File: src/rtl/esmt_pkg.sv
// Shared types and constants for the event subscription match table.
// No dependencies; used by the top level and the testbench.
package esmt_pkg;

  localparam int SLOTS        = 16;
  localparam int OBJECT_LIMIT = 16;

  localparam int AO_ID_W  = 8;
  localparam int TYPE_W   = 32;
  localparam int MODULE_W = 32;
  localparam int HANDLE_W = 16;
  localparam int TARGET_W = 8;
  localparam int CMD_W    = 2;
  localparam int STATUS_W = 2;

  // Slot index, slot count and stored owner widths.
  localparam int IDX_W   = (SLOTS > 1) ? $clog2(SLOTS) : 1;
  localparam int CNT_W   = $clog2(SLOTS + 1);
  localparam int OWNER_W = (OBJECT_LIMIT > 1) ? $clog2(OBJECT_LIMIT) : 1;

  localparam logic [AO_ID_W:0] ID_LIMIT = (AO_ID_W + 1)'(OBJECT_LIMIT);
  localparam logic [CNT_W-1:0] SLOT_CNT = CNT_W'(SLOTS);

  // Commands.
  localparam logic [CMD_W-1:0] CMD_SUBSCRIBE = 2'd0;
  localparam logic [CMD_W-1:0] CMD_PUBLISH   = 2'd1;
  localparam logic [CMD_W-1:0] CMD_CLEAR     = 2'd2;

  // Result status codes.
  localparam logic [STATUS_W-1:0] STATUS_OK      = 2'd0;
  localparam logic [STATUS_W-1:0] STATUS_INVALID = 2'd1;
  localparam logic [STATUS_W-1:0] STATUS_NULL    = 2'd2;
  localparam logic [STATUS_W-1:0] STATUS_FAILED  = 2'd3;

  // One subscription as stored in the slot RAM.
  typedef struct packed {
    logic [OWNER_W-1:0]  owner;
    logic [TYPE_W-1:0]   ev_type;
    logic [MODULE_W-1:0] module_word;
    logic [HANDLE_W-1:0] handle;
    logic [TARGET_W-1:0] target;
  } slot_t;

  localparam int SLOT_W = $bits(slot_t);

endpackage

File: src/rtl/esmt_ram.sv
// Generic single-write, single-read synchronous RAM with registered read data.
// No dependencies.
module esmt_ram #(
  parameter int WIDTH = 8,
  parameter int DEPTH = 16
) (
  input  logic                                        clk_i,
  input  logic                                        we_i,
  input  logic [((DEPTH > 1) ? $clog2(DEPTH) : 1)-1:0] waddr_i,
  input  logic [WIDTH-1:0]                            wdata_i,
  input  logic [((DEPTH > 1) ? $clog2(DEPTH) : 1)-1:0] raddr_i,
  output logic [WIDTH-1:0]                            rdata_o
);

  logic [WIDTH-1:0] mem [DEPTH];

  always_ff @(posedge clk_i) begin
    if (we_i) begin
      mem[waddr_i] <= wdata_i;
    end
    rdata_o <= mem[raddr_i];
  end

endmodule

File: src/rtl/event_subscription_match_table.sv
// Event subscription match table: top level with the command sequencer.
// Depends on esmt_pkg and esmt_ram (slot storage).
// Subscribe, clear and rejected commands: one registered result in the cycle after
//   accept; busy stays low, so the next transaction may start in the next cycle.
// Publish: one slot RAM read per cycle scans every slot in index order; a delivery
//   comes out for each match, then the final status; busy stays high until the
//   final status appears, so no new command is taken meanwhile. Results cannot be stalled.
// Reset empties the table (used count to zero); RAM contents are not cleared.
module event_subscription_match_table (
  input  logic                           clk_i,
  input  logic                           rst_ni,
  input  logic                           start,
  output logic                           busy,
  input  logic [esmt_pkg::CMD_W-1:0]     cmd_i,
  input  logic [esmt_pkg::AO_ID_W-1:0]   ao_id_i,
  input  logic [esmt_pkg::TYPE_W-1:0]    event_type_i,
  input  logic [esmt_pkg::MODULE_W-1:0]  module_req_i,
  input  logic [esmt_pkg::HANDLE_W-1:0]  event_handle_i,
  input  logic [esmt_pkg::TARGET_W-1:0]  post_target_i,
  output logic                           res_valid_o,
  output logic [esmt_pkg::STATUS_W-1:0]  status_o,
  output logic                           is_delivery_o,
  output logic [esmt_pkg::MODULE_W-1:0]  out_module_o,
  output logic [esmt_pkg::HANDLE_W-1:0]  out_handle_o,
  output logic [esmt_pkg::TARGET_W-1:0]  out_target_o,
  output logic                           last_o
);

  localparam logic [1:0] ST_IDLE  = 2'd0;
  localparam logic [1:0] ST_SCAN  = 2'd1;
  localparam logic [1:0] ST_FINAL = 2'd2;

  logic [1:0] state_q, state_d;

  // Slots only become free through a clear, so valid slots are always the
  // prefix below used_q: the first free slot is used_q itself.
  logic [esmt_pkg::CNT_W-1:0] used_q, used_d;
  // During a scan, the index of the next slot to read.
  logic [esmt_pkg::CNT_W-1:0] scan_q, scan_d;
  logic                       matched_q, matched_d;

  logic [esmt_pkg::OWNER_W-1:0] id_q, id_d;
  logic [esmt_pkg::TYPE_W-1:0]  type_q, type_d;

  // Result registers.
  logic                           res_valid_q, res_valid_d;
  logic [esmt_pkg::STATUS_W-1:0]  status_q, status_d;
  logic                           deliv_q, deliv_d;
  logic [esmt_pkg::MODULE_W-1:0]  module_q, module_d;
  logic [esmt_pkg::HANDLE_W-1:0]  handle_q, handle_d;
  logic [esmt_pkg::TARGET_W-1:0]  target_q, target_d;
  logic                           last_q, last_d;

  // Slot RAM ports.
  logic                         ram_we;
  logic [esmt_pkg::IDX_W-1:0]   ram_raddr;
  esmt_pkg::slot_t              ram_wdata;
  esmt_pkg::slot_t              ram_rdata;
  logic [esmt_pkg::SLOT_W-1:0]  ram_rdata_raw;

  logic accept;
  logic id_ok;
  logic null_arg;
  logic full;
  logic slot_live;
  logic hit;

  assign busy     = (state_q != ST_IDLE);
  assign accept   = start && !busy;
  assign id_ok    = ({1'b0, ao_id_i} < esmt_pkg::ID_LIMIT);
  assign null_arg = (event_handle_i == '0) || (post_target_i == '0);
  assign full     = (used_q >= esmt_pkg::SLOT_CNT);

  assign ram_wdata.owner       = ao_id_i[esmt_pkg::OWNER_W-1:0];
  assign ram_wdata.ev_type     = event_type_i;
  assign ram_wdata.module_word = module_req_i;
  assign ram_wdata.handle      = event_handle_i;
  assign ram_wdata.target      = post_target_i;
  assign ram_rdata             = esmt_pkg::slot_t'(ram_rdata_raw);

  // Read slot 0 while idle so a publish finds it ready in its first scan
  // cycle; park the address once every slot has been read.
  assign ram_raddr = (state_q == ST_SCAN && scan_q != esmt_pkg::SLOT_CNT) ?
                     scan_q[esmt_pkg::IDX_W-1:0] : '0;

  // The pending read was slot scan_q-1; it is valid when below used_q.
  assign slot_live = (state_q == ST_SCAN) && (scan_q <= used_q);
  assign hit       = slot_live && (ram_rdata.owner == id_q) &&
                     (ram_rdata.ev_type == type_q);

  esmt_ram #(
    .WIDTH (esmt_pkg::SLOT_W),
    .DEPTH (esmt_pkg::SLOTS)
  ) u_slot_ram (
    .clk_i   (clk_i),
    .we_i    (ram_we),
    .waddr_i (used_q[esmt_pkg::IDX_W-1:0]),
    .wdata_i (ram_wdata),
    .raddr_i (ram_raddr),
    .rdata_o (ram_rdata_raw)
  );

  always_comb begin
    state_d     = state_q;
    used_d      = used_q;
    scan_d      = scan_q;
    matched_d   = matched_q;
    id_d        = id_q;
    type_d      = type_q;
    ram_we      = 1'b0;
    // Default: a status-only final result, not presented.
    res_valid_d = 1'b0;
    status_d    = esmt_pkg::STATUS_OK;
    deliv_d     = 1'b0;
    module_d    = '0;
    handle_d    = '0;
    target_d    = '0;
    last_d      = 1'b1;

    unique case (state_q)
      ST_IDLE: begin
        if (accept) begin
          res_valid_d = 1'b1;
          priority if (cmd_i == esmt_pkg::CMD_SUBSCRIBE) begin
            priority if (!id_ok) begin
              status_d = esmt_pkg::STATUS_INVALID;
            end else if (null_arg) begin
              status_d = esmt_pkg::STATUS_NULL;
            end else if (full) begin
              status_d = esmt_pkg::STATUS_FAILED;
            end else begin
              ram_we = 1'b1;
              used_d = used_q + 1'b1;
            end
          end else if (cmd_i == esmt_pkg::CMD_PUBLISH) begin
            if (id_ok) begin
              // Hold the result back and start the scan.
              res_valid_d = 1'b0;
              state_d     = ST_SCAN;
              scan_d      = esmt_pkg::CNT_W'(1);
              matched_d   = 1'b0;
              id_d        = ao_id_i[esmt_pkg::OWNER_W-1:0];
              type_d      = event_type_i;
            end else begin
              status_d = esmt_pkg::STATUS_INVALID;
            end
          end else if (cmd_i == esmt_pkg::CMD_CLEAR) begin
            used_d = '0;
          end else begin
            status_d = esmt_pkg::STATUS_INVALID;
          end
        end
      end
      ST_SCAN: begin
        if (hit) begin
          res_valid_d = 1'b1;
          deliv_d     = 1'b1;
          last_d      = 1'b0;
          module_d    = ram_rdata.module_word;
          handle_d    = ram_rdata.handle;
          target_d    = ram_rdata.target;
          matched_d   = 1'b1;
        end
        if (scan_q == esmt_pkg::SLOT_CNT) begin
          state_d = ST_FINAL;
        end else begin
          scan_d = scan_q + 1'b1;
        end
      end
      ST_FINAL: begin
        res_valid_d = 1'b1;
        status_d    = matched_q ? esmt_pkg::STATUS_OK : esmt_pkg::STATUS_FAILED;
        state_d     = ST_IDLE;
      end
      default: begin
        state_d = ST_IDLE;
      end
    endcase
  end

  // Control state.
  always_ff @(posedge clk_i or negedge rst_ni) begin
    if (!rst_ni) begin
      state_q     <= ST_IDLE;
      used_q      <= '0;
      scan_q      <= '0;
      matched_q   <= 1'b0;
      res_valid_q <= 1'b0;
    end else begin
      state_q     <= state_d;
      used_q      <= used_d;
      scan_q      <= scan_d;
      matched_q   <= matched_d;
      res_valid_q <= res_valid_d;
    end
  end

  // Payload: no reset needed.
  always_ff @(posedge clk_i) begin
    id_q     <= id_d;
    type_q   <= type_d;
    status_q <= status_d;
    deliv_q  <= deliv_d;
    module_q <= module_d;
    handle_q <= handle_d;
    target_q <= target_d;
    last_q   <= last_d;
  end

  assign res_valid_o   = res_valid_q;
  assign status_o      = status_q;
  assign is_delivery_o = deliv_q;
  assign out_module_o  = module_q;
  assign out_handle_o  = handle_q;
  assign out_target_o  = target_q;
  assign last_o        = last_q;

`ifndef SYNTHESIS
  // Never count more subscriptions than slots.
  a_used_bound: assert property (@(posedge clk_i) disable iff (!rst_ni)
    used_q <= esmt_pkg::SLOT_CNT)
    else $error("used count exceeds slot count");

  // A publish with a valid id occupies the sequencer.
  a_publish_busy: assert property (@(posedge clk_i) disable iff (!rst_ni)
    (accept && cmd_i == esmt_pkg::CMD_PUBLISH && id_ok) |=> busy)
    else $error("publish did not start a scan");

  // Deliveries only come out while the scan is still in progress.
  a_deliv_busy: assert property (@(posedge clk_i) disable iff (!rst_ni)
    (res_valid_o && is_delivery_o) |-> (busy && !last_o))
    else $error("delivery outside a scan");

  // Leaving a scan coincides with its final status transaction.
  a_scan_end: assert property (@(posedge clk_i) disable iff (!rst_ni)
    $fell(busy) |-> (res_valid_o && last_o && !is_delivery_o))
    else $error("scan ended without final status");
`endif

endmodule

File: config.mk
export PLATFORM = sky130hd
export DESIGN_NAME = event_subscription_match_table
export DESIGN_NICKNAME = d
export VERILOG_FILES = /design/src/rtl/esmt_pkg.sv /design/src/rtl/esmt_ram.sv /design/src/rtl/event_subscription_match_table.sv
export SDC_FILE = /design/constraint.sdc
export NUM_CORES = 2
export LEC_CHECK = 0
export ABC_AREA = 0
export BUFFER_PORTS_ARGS = -buffer_cell sky130_fd_sc_hd__clkbuf_2
export CAP_MARGIN = 15
export CORE_ASPECT_RATIO = 2
export CORE_MARGIN = 10
export CORE_UTILIZATION = 55
export DETAILED_ROUTE_END_ITERATION = 10
export GPL_ROUTABILITY_DRIVEN = 0
export PLACE_DENSITY = 0.76
export REMOVE_ABC_BUFFERS = 1
export SKIP_LAST_GASP = 1
export SLEW_MARGIN = 20
export SYNTH_ARGS = -nofsm -noshare
export SYNTH_HDL_FRONTEND = slang
export SYNTH_SLANG_ARGS = --single-unit
File: constraint.sdc
create_clock -name clk_i -period 10.19 [get_ports clk_i]
set_input_delay 2.038 -clock clk_i [delete_from_list [all_inputs] [get_ports clk_i]]
set_output_delay 2.038 -clock clk_i [all_outputs]
set_load 0.1 [all_outputs]
# [Yosys cells after proc, flatten, opt, wreduce, memory -nomap -nowiden]
# Memories as Yosys holds them, arrays and structs flattened. A register that Yosys moved wholly into a read port is not among the register bits.
# Index checks and enable logic that the tools add are counted.
[totals] mem_count=1 register_bits=110 out_inout_bits=62 elab_cells=109 mem_bits_rw=1472 input_bits=101
[classes] magnitude_cmp=3 eq_ne=19 reduce_logical=20 bitwise=1 addsub=2 n_mux=50
[mem_list] name="u_slot_ram.mem" depth=16 word_bits=92 read_ports=1 rd_ports_with_merged_regs=1 wr=1 line_no="esmt_ram.sv:15" text="logic [WIDTH-1:0] mem [DEPTH];"
[op_table] op="$mux 5" n=11
[op_table] op="$eq 32x32->1" n=1
[op_table] op="$mux 2" n=12
[op_table] op="$mux 1" n=21
[op_table] op="$ne 2x2->1 const B" n=10
[op_table] op="$logic_not 16->1" n=1
[op_table] op="$reduce_and 6->1" n=2
[op_table] op="$add 5x1->5 const B" n=2
[op_table] op="$pmux 5 s2" n=1
[op_table] op="$reduce_and 5->1" n=2
[op_table] op="$logic_not 8->1" n=1
[op_table] op="$lt 8x5->1 const B" n=1
[op_table] op="$pmux 2 s2" n=2
[op_table] op="$reduce_and 7->1" n=1
[op_table] op="$reduce_bool 2->1" n=3
[op_table] op="$eq 5x5->1 const B" n=1
[op_table] op="$ge 5x5->1 const B" n=1
[op_table] op="$le 5x5->1" n=1
[op_table] op="$logic_and 1x1->1" n=5
[op_table] op="$ne 5x5->1 const B" n=1
[op_table] op="$eq 2x1->1 const B" n=2
[op_table] op="$eq 2x2->1 const B" n=2
[op_table] op="$eq 4x4->1" n=1
[op_table] op="$logic_not 2->1" n=2
[op_table] op="other kinds (8)" n=8

# [Logic depth before layout (Yosys ltp)]
[depth] ltp_word=9 ltp_mapped=11 ltp_nobuf=7

# [By module]
# A second synthesis with hierarchy kept.
[hier_totals] cells_unflattened=2669 area_unflattened_um2=60834.6
[modules_own_cells] module="esmt_ram" n_inst=1 cells_per_inst=2357 area_per_inst_um2=56788.2 seq_area_each_um2=46044.2
[modules_own_cells] module="event_subscription_match_table" n_inst=1 cells_per_inst=312 area_per_inst_um2=4046.4 seq_area_each_um2=2632.5

# [Worst setup path before layout]
# OpenSTA, ideal clock, no wires.
[synth_timing] path_kind="input port to flip-flop" from="input ao_id_i[7] in the netlist's numbering" to="memory u_slot_ram.mem[3][0] in the netlist's numbering, enable pin" setup_time_ns=0.655 required_ns=9.535 path_stages=5 path_buffers=0 arrival_time_ns=9.191 path_slack_ns=0.344 path_cell_list="nor4_1 -> nand3_1 -> and3b_1 -> nand2_1 -> nor3_1"
[synth_via] elab_chain_cells=7
[synth_rtl] item="start: declaration" line_no="event_subscription_match_table.sv:15" text="input logic [esmt_pkg::AO_ID_W-1:0] ao_id_i,"
[synth_rtl] item="$lt 8x5->1" line_no="event_subscription_match_table.sv:70" text="assign id_ok = ({1'b0, ao_id_i} < esmt_pkg::ID_LIMIT);"
[synth_rtl] item="$mux 1" line_no="event_subscription_match_table.sv:125" text="priority if (!id_ok) begin"
[synth_rtl] item="$mux 1" line_no="event_subscription_match_table.sv:124" text="priority if (cmd_i == esmt_pkg::CMD_SUBSCRIBE) begin"
[synth_rtl] item="$mux 1" line_no="event_subscription_match_table.sv:122" text="if (accept) begin"
[synth_rtl] item="$mux 1" line_no="event_subscription_match_table.sv:120" text="unique case (state_q)"
[synth_rtl] item="$mux 1" line_no="esmt_ram.sv:18" text="if (we_i) begin"
[synth_rtl] item="$mux 1 (implied by the code)" line_no="esmt_ram.sv:19" text="mem[waddr_i] <= wdata_i;"
[synth_rtl] item="end: declaration" line_no="esmt_ram.sv:15"
# Every way passes these cells.

# [Worst setup path in the final report]
[layout_timing] from="input ao_id_i[7] in the netlist's numbering" to="memory u_slot_ram.mem[7][75] in the netlist's numbering, enable pin"
# The elaborated chain is that of the path after synthesis.

==> impl_metrics.yaml <==
layout:
  layout_commonest_cell: "edfxtp_1"
  final_nets: 3951
  area_growth_pct: 10.6
  drive_gt1_frac: 0.147
  nFillCells: 8057
  mostFrequentLayoutCells: "edfxtp_1, mux2i_1, o221ai_1"
  final_cell_area_um2: 71100
placed_design:
  place_area_um2: 66400
  dpl_worst_slack_ns: 4.08
  io_buffer_count: 162
  hpwlAfterDp_um: 82800
route:
  num_vias: 36600
  avgRoutedWirePerCell_um: 29.2
  antenna_left: 0
  drt-pass1-iter-count: 5
  avgViaCountPerCell: 6.68
  routed_wl_um: 160000
  route.detailed.drc: 0
  drtIter0Drc: 4126
cts:
  cts_resized: 0
  cts.sinks: 1674
  cts_hold_buf: 0
  postCtsSetupBuffers: 0
  numCtsBuffers: 137
  clock_path_buffers: 3
  ctsRootBufferMaster: "clkbuf_16"
  htreeDepth: 4
  worstSkewPairLatency_ns: 0.77
  clk_pin_slew_worst_paths_ns: 0.07
  cts_tree: "built"
power:
  cellPowerDensity_nw_per_um2: 195
  leakagePower_nw: 23.1
  worst_ir_drop_vdd_mv: 0.151
logic_synthesis:
  synthArstFlopShare: 0.00836
  synth_cell_types: 58
  synth-main-ff-cell: "edfxtp_1"
  syn-cell-area_um2: 64300
  synth-edff-count: 1508
  ys_ff_latch: 1674
  ys_seq_area_frac: 0.757
  synth_area_per_cell_um2: 17.0
  postSynthCellCount: 3774
  ys_warn_count: 0
timing:
  rsz0062_at_grt: "false"
  fmax_mhz: 183
  max-slew-margin-rel: 0.180
  worst_pin_slew_ns: 1.23
  slew_viol_final: 0
  setup_viol: 0
  finalHoldViolCount: 0
  period_needed_ns: 5.46
  finalWorstSetupSlack_ns: 4.73
  period_share: 0.535
  finClkSkew_ns: 0.0359
global_routing:
  antenna_found_initial: 10
  grt_pass1_vias: 37400
  grt-ovfl-total: 0
  grt_max_degree: 204
  grt_use_total: 0.239
  grt_pass1_wl_um: 236000
critical_path:
  slowest_stage: "nor2_4"
  slowest_delay_ns: 0.93
  crit_top_cell: "buf_4"
  end_kind: "flop"
  crit_type: "primary input to flop"
  cp.arrival_ns: 5.83
  crit_fanout: 38
  start_kind: "primary input"
  crit_required_ns: 10.56
  crit_chain: "clkbuf_2, nor4_1, nand3_1, and3b_1, nand2_1, nor2_4, buf_4, buf_4"
outcome:
  status: "finished clean"
floorplanning:
  fp.coreArea_um2: 116000
  die_area_um2: 132000
  dieHeight_um: 504
  num_io_pins: 163
  initial_core_util: 0.553
  fp.dieW_um: 262
  fp-row-count: 177
job:
  max_cap_viol_count: 0
min_path:
  hold_path.class: "flop to flop"
-- report_power, final --
group	switching (mW)	internal [mW]
Combinational	0.582	0.295
Sequential	0.0213	7.47
Clock	2.36	3.16
Total	2.97	10.9
-- worst paths after layout --
check | slack (ns) | endpoint | startpoint | cells after the start
hold reg to reg | 0.43 | out_module_o[18] | u_slot_ram.rdata_o[42] | 1
min in group asynchronous | 1.20 | res_valid_o | rst_ni | 1
hold / removal | 0.43 | out_module_o[18] | u_slot_ram.rdata_o[42] | 1
max in group asynchronous | 8.62 | scan_q[2] | rst_ni | 1
setup reg to reg | 5.55 | u_slot_ram.rdata_o[26] | scan_q[0] | 8
setup / recovery | 4.73 | u_slot_ram.mem[7][75] | ao_id_i[7] | 8
-- layer usage --
metal | wire [µm] | track usage | vias to the layer above
met3 | 13100 | 0.0418 | 408
met5 | 84 | 0 | -
met4 | 6090 | 0.106 | 14
met2 | 84400 | 0.423 | 2044
li1 | - | - | 15500
met1 | 56200 | 0.282 | 18500
-- per-stage QoR --
stage | instances | TNS, ns | power, mW | hold WS, ns | utilization
after floorplan | 3469 | -2605.72 | 8.68 | 0.406 | -
after global placement | 5219 | 0 | 8.49 | 0.411 | 0.571
after detailed placement | 5220 | 0 | 8.51 | 0.410 | 0.571
after CTS | 5467 | 0 | 13.9 | 0.428 | 0.612
after global routing | 5470 | 0 | 14.2 | 0.449 | 0.612
final | 5470 | 0 | 13.9 | 0.427 | 0.612
-- cell families (layout without fill, tap and decap cells) --
family,after synthesis,in the layout,synth area share
buf+inv,317,490,0.0226
flops,1674,1674,0.757
mux,461,461,0.0735
xor+xnor,40,40,0.00545
simple gates,327,327,0.0312
fa+ha+maj,11,11,0.00214
other cells,0,2,0
compound gates,944,944,0.108
-- critical path, delay by kind of cell --
family / cells / cell delay [ns]
buffers and inverters: 3 / 1.37
AND/OR/NAND/NOR: 5 / 2.33
-- Yosys cell counts (2+ instances only) --
master    count  share of area
a41oi_1      92          0.013
a221oi_1     92          0.013
o221ai_1    273          0.037
nand4_1       6        0.00058
a31o_2       12         0.0016
xnor2_1       3        0.00041
clkbuf_1    154         0.0090
buf_1         4        0.00023
mux2_2       91          0.016
xor2_1       37         0.0050
edfxtp_1   1508           0.70
dfrtp_1      14         0.0054
dfxtp_1     152          0.047
and3_1       91         0.0089
inv_1        12        0.00070
nand2_1      16        0.00093
clkbuf_4      3        0.00035
a21o_1        2        0.00023
buf_4        17         0.0020
nor2b_1      93         0.0090
nor2_1       20         0.0012
mux2i_1     370          0.058
nor3_1        5        0.00039
a31o_1       79          0.011
a21oi_1      96         0.0075
buf_6         5        0.00088
buf_2       122         0.0095
and2_1       59         0.0057
o22ai_1      96         0.0093
a22oi_1       2        0.00023
nand3_1       9        0.00070
ha_1         11         0.0021
nor4_1       15         0.0015
o21ai_1      34         0.0026
o21ai_0     156          0.012
-- area by class of cell --
class	count	area, µm²	area share
Inverter	12	45.0	0.000633
Tap cell	1521	1900	0.0267
Antenna cell	2	5.00	0.0000703
Sequential cell	1674	48700	0.684
Multi-Input combinational cell	1783	14400	0.202
Timing Repair Buffer	231	1420	0.0200
Clock inverter	68	848	0.0119
Clock buffer	179	3850	0.0542
-- registers in the layout, summed over array words and instances, names as in the netlist, 4 cells and up --
register and flops:
id_q 4, out_target_o 8, u_slot_ram.mem 1472, u_slot_ram.rdata_o 92, out_module_o 32, used_q 5
out_handle_o 16, scan_q 5, type_q 32
No activity file was read; power rests on OpenSTA's default activity.
